<file path="config.mk">
export PLATFORM = sky130hd
export DESIGN_NAME = wcfc_check_stage_flat
export DESIGN_NICKNAME = d
export VERILOG_FILES = /design/src/hdl/wcfc_pkg.sv /design/src/hdl/wcfc_ifs.sv /design/src/hdl/wcfc_crc_step.sv /design/src/hdl/wcfc_check_stage.sv /design/src/flat_wrapper.sv
export SDC_FILE = /design/constraint.sdc
export NUM_CORES = 1
export LEC_CHECK = 0
export ABC_AREA = 1
export BUFFER_PORTS_ARGS = -buffer_cell sky130_fd_sc_hd__buf_2
export CELL_PAD_IN_SITES_DETAIL_PLACEMENT = 1
export CELL_PAD_IN_SITES_GLOBAL_PLACEMENT = 1
export CORE_ASPECT_RATIO = 1.5
export CORE_MARGIN = 10
export CORE_UTILIZATION = 25
export CTS_CLUSTER_DIAMETER = 60
export DETAILED_ROUTE_END_ITERATION = 7
export MAX_ROUTING_LAYER = met4
export PLACE_DENSITY_LB_ADDON = 0.1
export SYNTH_ARGS = -nofsm -noshare
export SYNTH_HDL_FRONTEND = slang
export SYNTH_SLANG_ARGS = --single-unit
export TNS_END_PERCENT = 30
</file>
<file path="constraint.sdc">
create_clock -name clk -period 4.9 [get_ports clk]
set_input_delay 1.47 -clock clk [delete_from_list [all_inputs] [get_ports clk]]
set_output_delay 1.47 -clock clk [all_outputs]
set_load 0.01 [all_outputs]
</file>
<file path="src/hdl/wcfc_pkg.sv">
// Shared types and constants for the word CRC-8 frame checker.
// No dependencies.
`default_nettype none
package wcfc_pkg;

  localparam logic [7:0] CRC_START_RESET = 8'hFF;
  localparam logic [7:0] CRC_POLY_RESET  = 8'h31;
  localparam logic [7:0] INDEX_MAX       = 8'hFF;

  localparam logic REG_CRC_START = 1'b0;
  localparam logic REG_CRC_POLY  = 1'b1;

  localparam logic [1:0] STATUS_MATCH    = 2'd0;
  localparam logic [1:0] STATUS_MISMATCH = 2'd1;
  localparam logic [1:0] STATUS_TRUNC    = 2'd2;

  typedef enum logic [2:0] {
    POS_HIGH  = 3'b001,
    POS_LOW   = 3'b010,
    POS_CHECK = 3'b100
  } byte_pos_t;

  typedef struct packed {
    logic [7:0] data_byte;
    logic       frame_end;
  } byte_item_t;

  typedef struct packed {
    logic [15:0] word_value;
    logic [1:0]  word_status;
    logic [7:0]  computed_crc;
    logic [7:0]  word_index;
    logic        frame_good;
    logic        last_word;
  } word_result_t;

  typedef struct packed {
    logic [7:0] crc_start_value;
    logic [7:0] crc_polynomial;
  } crc_cfg_t;

endpackage
`default_nettype wire

</file>
<file path="src/hdl/wcfc_ifs.sv">
// Valid/ready channel interfaces: byte input and word result.
// Depends on nothing.
`default_nettype none


interface wcfc_word_if;
  logic        valid;
  logic        ready;
  logic [15:0] word_value;
  logic [1:0]  word_status;
  logic [7:0]  computed_crc;
  logic [7:0]  word_index;
  logic        frame_good;
  logic        last_word;
  modport source (output valid, output word_value, output word_status,
                  output computed_crc, output word_index, output frame_good,
                  output last_word, input ready);
  modport sink (input valid, input word_value, input word_status,
                input computed_crc, input word_index, input frame_good,
                input last_word, output ready);
endinterface
`default_nettype wire

</file>
<file path="src/hdl/wcfc_crc_step.sv">
// One-byte CRC-8 update, MSB first, unrolled over the eight bits.
// Pure combinational; no package use.
`default_nettype none
module wcfc_crc_step (
  input  wire logic [7:0] crc_in,
  input  wire logic [7:0] data_in,
  input  wire logic [7:0] poly,
  output logic      [7:0] crc_out
);

  always_comb begin
    logic [7:0] r;
    r = crc_in ^ data_in;
    for (int k = 0; k < 8; k++) begin
      if (r[7]) begin
        r = {r[6:0], 1'b0} ^ poly;
      end else begin
        r = {r[6:0], 1'b0};
      end
    end
    crc_out = r;
  end

endmodule
`default_nettype wire

</file>
<file path="src/hdl/wcfc_check_stage.sv">
// Framing state, CRC accumulation and the result register.
// Depends on wcfc_pkg, wcfc_crc_step and wcfc_word_if.
`default_nettype none
module wcfc_check_stage (
  input  wire logic               clk,
  input  wire logic               rst,
  input  wire wcfc_pkg::crc_cfg_t cfg,
  input  wire logic               item_valid,
  input  wire wcfc_pkg::byte_item_t item,
  output logic                    advance,
  wcfc_word_if.source             word_out
);

  wcfc_pkg::byte_pos_t    pos, pos_next;
  logic [7:0]             crc_acc, crc_acc_next;
  logic [7:0]             high_hold, high_hold_next;
  logic [7:0]             low_hold, low_hold_next;
  logic [7:0]             words_seen, words_seen_next;
  logic                   all_good, all_good_next;
  logic                   out_valid;
  wcfc_pkg::word_result_t result, result_next;
  logic                   has_result;
  logic [7:0]             crc_in, crc_new;
  logic                   match;

  assign crc_in = (pos == wcfc_pkg::POS_HIGH) ? cfg.crc_start_value : crc_acc;

  wcfc_crc_step u_crc (
    .crc_in  (crc_in),
    .data_in (item.data_byte),
    .poly    (cfg.crc_polynomial),
    .crc_out (crc_new)
  );

  assign match      = (crc_acc == item.data_byte);
  assign has_result = item.frame_end || (pos == wcfc_pkg::POS_CHECK);
  assign advance    = item_valid && (!has_result || !out_valid || word_out.ready);

  always_comb begin
    pos_next        = pos;
    crc_acc_next    = crc_acc;
    high_hold_next  = high_hold;
    low_hold_next   = low_hold;
    words_seen_next = words_seen;
    all_good_next   = all_good;
    result_next.word_value   = {high_hold, low_hold};
    result_next.word_status  = wcfc_pkg::STATUS_TRUNC;
    result_next.computed_crc = 8'h00;
    result_next.word_index   = words_seen;
    result_next.frame_good   = 1'b0;
    result_next.last_word    = 1'b1;
    case (pos)
      wcfc_pkg::POS_HIGH: begin
        high_hold_next = item.data_byte;
        low_hold_next  = 8'h00;
        crc_acc_next   = crc_new;
        pos_next       = wcfc_pkg::POS_LOW;
        result_next.word_value = {item.data_byte, 8'h00};
      end
      wcfc_pkg::POS_LOW: begin
        low_hold_next  = item.data_byte;
        crc_acc_next   = crc_new;
        pos_next       = wcfc_pkg::POS_CHECK;
        result_next.word_value = {high_hold, item.data_byte};
      end
      default: begin
        result_next.word_status  = match ? wcfc_pkg::STATUS_MATCH
                                         : wcfc_pkg::STATUS_MISMATCH;
        result_next.computed_crc = crc_acc;
        result_next.frame_good   = all_good && match;
        result_next.last_word    = item.frame_end;
        all_good_next            = all_good && match;
        if (words_seen != wcfc_pkg::INDEX_MAX) begin
          words_seen_next = words_seen + 8'd1;
        end
        pos_next = wcfc_pkg::POS_HIGH;
      end
    endcase
    if (item.frame_end) begin
      pos_next        = wcfc_pkg::POS_HIGH;
      words_seen_next = 8'h00;
      all_good_next   = 1'b1;
    end
  end

  always_ff @(posedge clk) begin
    if (rst) begin
      pos        <= wcfc_pkg::POS_HIGH;
      words_seen <= 8'h00;
      all_good   <= 1'b1;
      out_valid  <= 1'b0;
    end else begin
      if (advance) begin
        pos        <= pos_next;
        words_seen <= words_seen_next;
        all_good   <= all_good_next;
      end
      if (advance && has_result) begin
        out_valid <= 1'b1;
      end else if (word_out.ready) begin
        out_valid <= 1'b0;
      end
    end
  end

  always_ff @(posedge clk) begin
    if (advance) begin
      crc_acc   <= crc_acc_next;
      high_hold <= high_hold_next;
      low_hold  <= low_hold_next;
    end
    if (advance && has_result) begin
      result <= result_next;
    end
  end

  assign word_out.valid        = out_valid;
  assign word_out.word_value   = result.word_value;
  assign word_out.word_status  = result.word_status;
  assign word_out.computed_crc = result.computed_crc;
  assign word_out.word_index   = result.word_index;
  assign word_out.frame_good   = result.frame_good;
  assign word_out.last_word    = result.last_word;

endmodule
`default_nettype wire

</file>
<file path="src/flat_wrapper.sv">
// flat-port wrapper written by rule: the top's interface ports become plain ports
module wcfc_check_stage_flat 
  (clk, rst, cfg, item_valid, item, advance, word_out_valid, word_out_word_value, word_out_word_status, word_out_computed_crc, word_out_word_index, word_out_frame_good, word_out_last_word, word_out_ready);
  wcfc_word_if word_out_i ();
  input  wire logic clk;
  input  wire logic rst;
  input  wire wcfc_pkg::crc_cfg_t cfg;
  input  wire logic item_valid;
  input  wire wcfc_pkg::byte_item_t item;
  output logic advance;
  output wire logic [$bits(word_out_i.valid)-1:0] word_out_valid;
  output wire logic [$bits(word_out_i.word_value)-1:0] word_out_word_value;
  output wire logic [$bits(word_out_i.word_status)-1:0] word_out_word_status;
  output wire logic [$bits(word_out_i.computed_crc)-1:0] word_out_computed_crc;
  output wire logic [$bits(word_out_i.word_index)-1:0] word_out_word_index;
  output wire logic [$bits(word_out_i.frame_good)-1:0] word_out_frame_good;
  output wire logic [$bits(word_out_i.last_word)-1:0] word_out_last_word;
  input wire logic [$bits(word_out_i.ready)-1:0] word_out_ready;
  assign word_out_valid = word_out_i.valid;
  assign word_out_word_value = word_out_i.word_value;
  assign word_out_word_status = word_out_i.word_status;
  assign word_out_computed_crc = word_out_i.computed_crc;
  assign word_out_word_index = word_out_i.word_index;
  assign word_out_frame_good = word_out_i.frame_good;
  assign word_out_last_word = word_out_i.last_word;
  assign word_out_i.ready = word_out_ready;
  wcfc_check_stage u_core (.clk(clk), .rst(rst), .cfg(cfg), .item_valid(item_valid), .item(item), .advance(advance), .word_out(word_out_i));
endmodule
</file>
Yosys cells after proc, flatten, opt, wreduce, memory -nomap -nowiden. Index checks and enable logic that the tools add are counted.

ROM bits: 0. Output and inout port bits: 38. Bits in latches: 0. Memories kept: 0. Input port bits: 29. RAM bits: 0. Register bits: 73.

Shifts and indexed selects: 0. Eq/ne operators: 6. Muxes and demuxes: 21. Div/mod/pow operators: 0. Multiply operators: 0. Bitwise operators: 9. $lt $le $gt $ge: 0. Reduce and logical (&&, ||, !) cells: 17. Add/subtract/negate cells: 1.

Operators by type and width (number): 8-bit 2-to-1 mux (12); 8-bit bitwise XOR (9); 16-bit case mux with 2 select lines (1); 8-bit case mux with 2 select lines (1); 8-bit by 1-bit adder with 8-bit output (second input constant) (1); 8-bit equality test (1); 8-bit inequality test (second input constant) (1); 2-bit AND reduction (4); 3-bit case mux with 2 select lines (1); 2-bit nonzero test (3); 1-bit 2-to-1 mux (5); 3-bit by 1-bit equality test with 1-bit output (second input constant) (1); 3-bit by 2-bit equality test with 1-bit output (second input constant) (1); 3-bit equality test (second input constant) (1); 1-bit logical AND (3); 1-bit logical OR (3); 3-bit 2-to-1 mux (1); 3-bit AND reduction (1); 1-bit zero test (2); 2-bit by 1-bit inequality test with 1-bit output (second input constant) (1); 2-bit OR reduction (1).

Logic depth before layout (Yosys ltp).
Word-level depth: 19. Gate-level depth with buffers: 32. Depth with buffers taken out: 32.

By module. Synthesis repeated with hierarchy kept, for this count alone.

Cells, all modules: 597. Area, all modules: 4583.1 um2.

By module, submodules not included: wcfc_check_stage (cells an instance 296, area an instance 3047.9 um2, instances 1); wcfc_crc_step (cells an instance 301, area an instance 1535.2 um2, instances 1).

Least setup slack after synthesis. No wires, ideal clock.

Path kind: input to register. From: input item[8] (netlist bit). To: register u_core.crc_acc[5], data pin. Stages on the path: 27. Data required time: 4646 ps. Data arrival time: 3640 ps. Slack: 1005 ps. Library setup time: 254 ps. Cell sequence: inv_1 > nand3_2 > nand2_2 > nand3_2 > nand2_4 > nand2_1 > nand2_2 > nand3_2 > nand2_2 > inv_2 > nor2_8 > nand2_2 > nor2_1 > inv_1 > nand2_1 > nand2_2 > nand2_4 > nand2_2 > nand2_2 > nand2_2 > nand2_1 > nand2_1 > nand2_2 > buf_6 > nand2_1 > nand2_1 > nand2_1.

Longest elaborated chain between the ends: 15.

RTL lines: from (decl) (RTL line flat_wrapper.sv:9) `input wire wcfc_pkg::byte_item_t item;`; 8-bit bitwise XOR * (RTL line wcfc_crc_step.sv:13) `r = crc_in ^ data_in;`; 8-bit 2-to-1 mux * (RTL line wcfc_crc_step.sv:15) `if (r[7]) begin`; 8-bit bitwise XOR (RTL line wcfc_crc_step.sv:16) `r = {r[6:0], 1'b0} ^ poly;`; 8-bit 2-to-1 mux * (2 in series) (RTL line wcfc_crc_step.sv:15); 8-bit bitwise XOR / 8-bit 2-to-1 mux (equally long branches) (RTL line wcfc_crc_step.sv:16, wcfc_crc_step.sv:15); 8-bit 2-to-1 mux * (RTL line wcfc_crc_step.sv:15); 8-bit bitwise XOR / 8-bit 2-to-1 mux (equally long branches) (RTL line wcfc_crc_step.sv:16, wcfc_crc_step.sv:15); 8-bit 2-to-1 mux * (RTL line wcfc_crc_step.sv:15); 8-bit bitwise XOR / 8-bit 2-to-1 mux (equally long branches) (RTL line wcfc_crc_step.sv:16, wcfc_crc_step.sv:15); 8-bit 2-to-1 mux * (RTL line wcfc_crc_step.sv:15); 8-bit bitwise XOR / 8-bit 2-to-1 mux (equally long branches) (RTL line wcfc_crc_step.sv:16, wcfc_crc_step.sv:15); 8-bit 2-to-1 mux * (RTL line wcfc_crc_step.sv:15); 8-bit bitwise XOR / 8-bit 2-to-1 mux (equally long branches) (RTL line wcfc_crc_step.sv:16, wcfc_crc_step.sv:15); 8-bit 2-to-1 mux * (RTL line wcfc_crc_step.sv:15); via u_core.crc_new[5] (RTL line wcfc_check_stage.sv:23) `logic [7:0] crc_in, crc_new;`; to (signal assigned) (RTL line wcfc_check_stage.sv:108) `crc_acc <= crc_acc_next;`; to (decl) (RTL line wcfc_check_stage.sv:15) `logic [7:0] crc_acc, crc_acc_next;`.

Mark *: on every way through the listed nets, which the timed path passes. The rest lies on a longest branch. A chain may end at the register's enable or synchronous reset.

Final worst setup path.
From: input item[8] (netlist bit). To: register u_core.crc_acc[4], data pin.

Longest elaborated chain between the ends: 15.

RTL lines (RTL line): 8-bit bitwise XOR * (wcfc_crc_step.sv:13); 8-bit 2-to-1 mux * (wcfc_crc_step.sv:15); 8-bit bitwise XOR (wcfc_crc_step.sv:16); 8-bit 2-to-1 mux * (wcfc_crc_step.sv:15); 8-bit bitwise XOR (wcfc_crc_step.sv:16); 8-bit 2-to-1 mux * (2 in series) (wcfc_crc_step.sv:15); 8-bit bitwise XOR / 8-bit 2-to-1 mux (equally long branches) (wcfc_crc_step.sv:16, wcfc_crc_step.sv:15); 8-bit 2-to-1 mux * (wcfc_crc_step.sv:15); 8-bit bitwise XOR / 8-bit 2-to-1 mux (equally long branches) (wcfc_crc_step.sv:16, wcfc_crc_step.sv:15); 8-bit 2-to-1 mux * (wcfc_crc_step.sv:15); 8-bit bitwise XOR / 8-bit 2-to-1 mux (equally long branches) (wcfc_crc_step.sv:16, wcfc_crc_step.sv:15); 8-bit 2-to-1 mux * (wcfc_crc_step.sv:15); 8-bit bitwise XOR / 8-bit 2-to-1 mux (equally long branches) (wcfc_crc_step.sv:16, wcfc_crc_step.sv:15); 8-bit 2-to-1 mux * (wcfc_crc_step.sv:15); via u_core.crc_new[4] (wcfc_check_stage.sv:23).

Marks and branches as above.

==> flow_metrics.env <==
export IMPL_htreeDepth=3
export IMPL_grt_pass1_wl_um=21900
export IMPL_cts_path_max_buffers=2
export IMPL_required_ns=4.99
export IMPL_ios=67
export IMPL_num_vias=3872
export IMPL_drv_cap=0
export IMPL_total_power_mw=2.77
export IMPL_ctsHoldBuffers=0
export IMPL_drc=0
export IMPL_dr_pass1_iters=4
export IMPL_holdWs_ns=0.447
export IMPL_postRouteAntennaNets=0
export IMPL_dieArea_um2=23800
export IMPL_synth_area_leader_cell="edfxtp_1"
export IMPL_synth_area_leaders="edfxtp_1 40%, nand2_1 15%, nand3_1 6.3%, dfxtp_1 5.8%, inv_1 5.3%"
export IMPL_critPathKind="input pin to flip-flop"
export IMPL_clk_latency_ns=0.33
export IMPL_final_common_cell="nand2_1"
export IMPL_p_leak_nw=2.48
export IMPL_slew_headroom=0.446
export IMPL_gp_congestion=0.803
export IMPL_dieHeight_um=184
export IMPL_synth_seq_cells=73
export IMPL_fin_nets=677
export IMPL_first_global_vias=4137
export IMPL_cts_inserted_buffers=9
export IMPL_stdcell_count=865
export IMPL_syn2layout_area_growth_pct=18.6
export IMPL_cp_start_kind="input pin"
export IMPL_synth_cell_types=35
export IMPL_power_density_nw_per_um2=521
export IMPL_yosysSeqAreaShare=0.460
export IMPL_final_cell_mix="184 x nand2_1, 66 x buf_2, 63 x inv_1, 60 x edfxtp_1, 56 x nand3_1"
export IMPL_grt_usage=0.121
export IMPL_hold_viol_final=0
export IMPL_die_w_um=129
export IMPL_skew_ns=0.00439
export IMPL_hp_class="flip-flop to flip-flop"
export IMPL_drtIter0Drc=140
export IMPL_fin_crit_sh=0.869
export IMPL_synth_top_cell_area_share=0.402
export IMPL_std_cell_rows=59
export IMPL_overflow=0
export IMPL_core_area_um2=17500
export IMPL_synth_avg_cell_area_um2=7.73
export IMPL_tns_ns=0
export IMPL_cp_max_fo=17
export IMPL_ir_drop_v=0.000215
export IMPL_drive_gt1_frac=0.202
export IMPL_max_freq_mhz=235
export IMPL_post_cts_resized=0
export IMPL_root_buffer="clkbuf_16"
export IMPL_via_per_inst=4.48
export IMPL_cp_arrival_ns=4.35
export IMPL_routed_wl_um=13400
export IMPL_endpoint_kind="flip-flop"
export IMPL_cts_tree="built"
export IMPL_status="finished, final reports clean"
export IMPL_worstMarginPinSlew_ns=0.828
export IMPL_cts_setup_buffers=0
export IMPL_yosys_warnings=0
export IMPL_placed_cells=849
export IMPL_layout_min_cycle_time_ns=4.26
export IMPL_clk_pin_slew_ns=0.06
export IMPL_grt_max_degree=38
export IMPL_post_drt_wl_per_cell_um=15.5
export IMPL_io_buffers=66
export IMPL_rsz0062_at_grt="false"
export IMPL_diodes=0
export IMPL_cts_sinks=73
export IMPL_syn_inst=580
export IMPL_initial_core_util=0.256
export IMPL_netlist_area_um2=4480
export IMPL_hpwlAfterDp_um=10800
export IMPL_setup_viol=0
export IMPL_syn_nets=610
export IMPL_antenna_found_initial=0
export IMPL_slew_violations=0
through the flow:
step | setup WS, ns | cell area, um2 | utilization
after floorplan | 1.01 | 4480 | -
after global placement | 0.381 | 5030 | 0.288
after detailed placement | 0.240 | 5030 | 0.288
after CTS | 0.583 | 5320 | 0.304
after global routing | 0.142 | 5320 | 0.304
final | 0.641 | 5320 | 0.304
worst max-delay path, cell delays in order:
cell and delay [ns]:
buf_2 0.14, inv_1 0.18, nand3_2 0.10, nand2_2 0.09
buf_4 0.18, nand2_2 0.06, nand3_2 0.07, nand2_2 0.08
xnor2_2 0.23, nor2_2 0.11, nor2_8 0.21, nand2_2 0.08
nor2_1 0.15, inv_1 0.06, nand2_1 0.07, nand2_2 0.06
nand2_4 0.17, nand2_1 0.07, nand2_1 0.06, nand2_1 0.07
inv_1 0.06, nand3_1 0.07, nand2_2 0.24, nand3_1 0.12
nand2_1 0.09, inv_1 0.04
Yosys cell counts:
cell and n:
nand2_4 2, a21oi_1 10, o31ai_1 1, nor3_1 6, nand4_1 8, o21ai_2 1
buf_2 3, o211ai_1 2, nand2b_1 1, clkinv_1 2, xnor2_2 1, ha_1 1
edfxtp_1 60, inv_1 63, clkbuf_1 10, nand3_1 56, dfxtp_1 13, xor2_1 14
nor3b_1 1, o21ai_0 29, nor2_2 4, a211oi_1 2, nand2_1 184, xnor2_1 8
o21ai_1 2, and3_1 2, nand2_2 15, nor2_1 52, inv_2 9, nor4_1 1
nand3_2 8, nand3_4 2, nor2_8 1, buf_4 1, buf_6 5
per-layer routing:
| metal | track usage | vias to the layer above | wire, um |
|---|---|---|---|
| li1 | - | 2000 | - |
| met1 | 0.127 | 1806 | 5360 |
| met2 | 0.225 | 54 | 7490 |
| met3 | 0.0162 | 12 | 399 |
| met4 | 0.0388 | 0 | 188 |
| met5 | - | - | 0 |
final timing paths:
kind         cells past startpoint                               from  slack [ns]                                      end
max                             26                            item[8]        0.64              u_core.crc_acc[4]$_DFFE_PP_
min                              0  u_core.words_seen[5]$_SDFFE_PP0P_        0.45  u_core.word_out.word_index[5]$_DFFE_PP_
max reg2reg                     26         u_core.pos[0]$_SDFFE_PP1P_        1.00              u_core.crc_acc[4]$_DFFE_PP_
min reg2reg                      0  u_core.words_seen[5]$_SDFFE_PP0P_        0.45  u_core.word_out.word_index[5]$_DFFE_PP_
registers in the layout, summed over array words and instances (netlist names):
signal	cells
u_core.words_seen	8
u_core.all_good	1
u_core.word_out.word_status	2
u_core.crc_acc	8
u_core.low_hold	8
u_core.high_hold	8
u_core.word_out.computed_crc	8
u_core.word_out.valid	1
u_core.pos	3
u_core.word_out.word_value	16
u_core.word_out.frame_good	1
u_core.word_out.word_index	8
u_core.word_out.last_word	1
report_power, final:
group          internal, mW  switching, mW
logic                 0.432          0.889
registers             0.784         0.0457
clock network         0.373          0.246
logic make-up after synthesis:
kind of cell | after synthesis | synth area share
compound gates | 47 | 0.0561
xor+xnor | 23 | 0.0466
fa+ha+maj | 1 | 0.00279
buf+inv | 93 | 0.0879
flops | 73 | 0.460
simple gates | 343 | 0.347
final cells by class:
class / instances / area, um2
well taps: 213 / 267
flip-flops and latches: 73 / 2060
multi-input cells: 414 / 2030
inverters: 74 / 278
fillers: 2139 / 12200
clock inverters: 4 / 26.3
repair buffers: 75 / 398
clock buffers: 12 / 258
No activity file was read; power rests on OpenSTA's default activity.
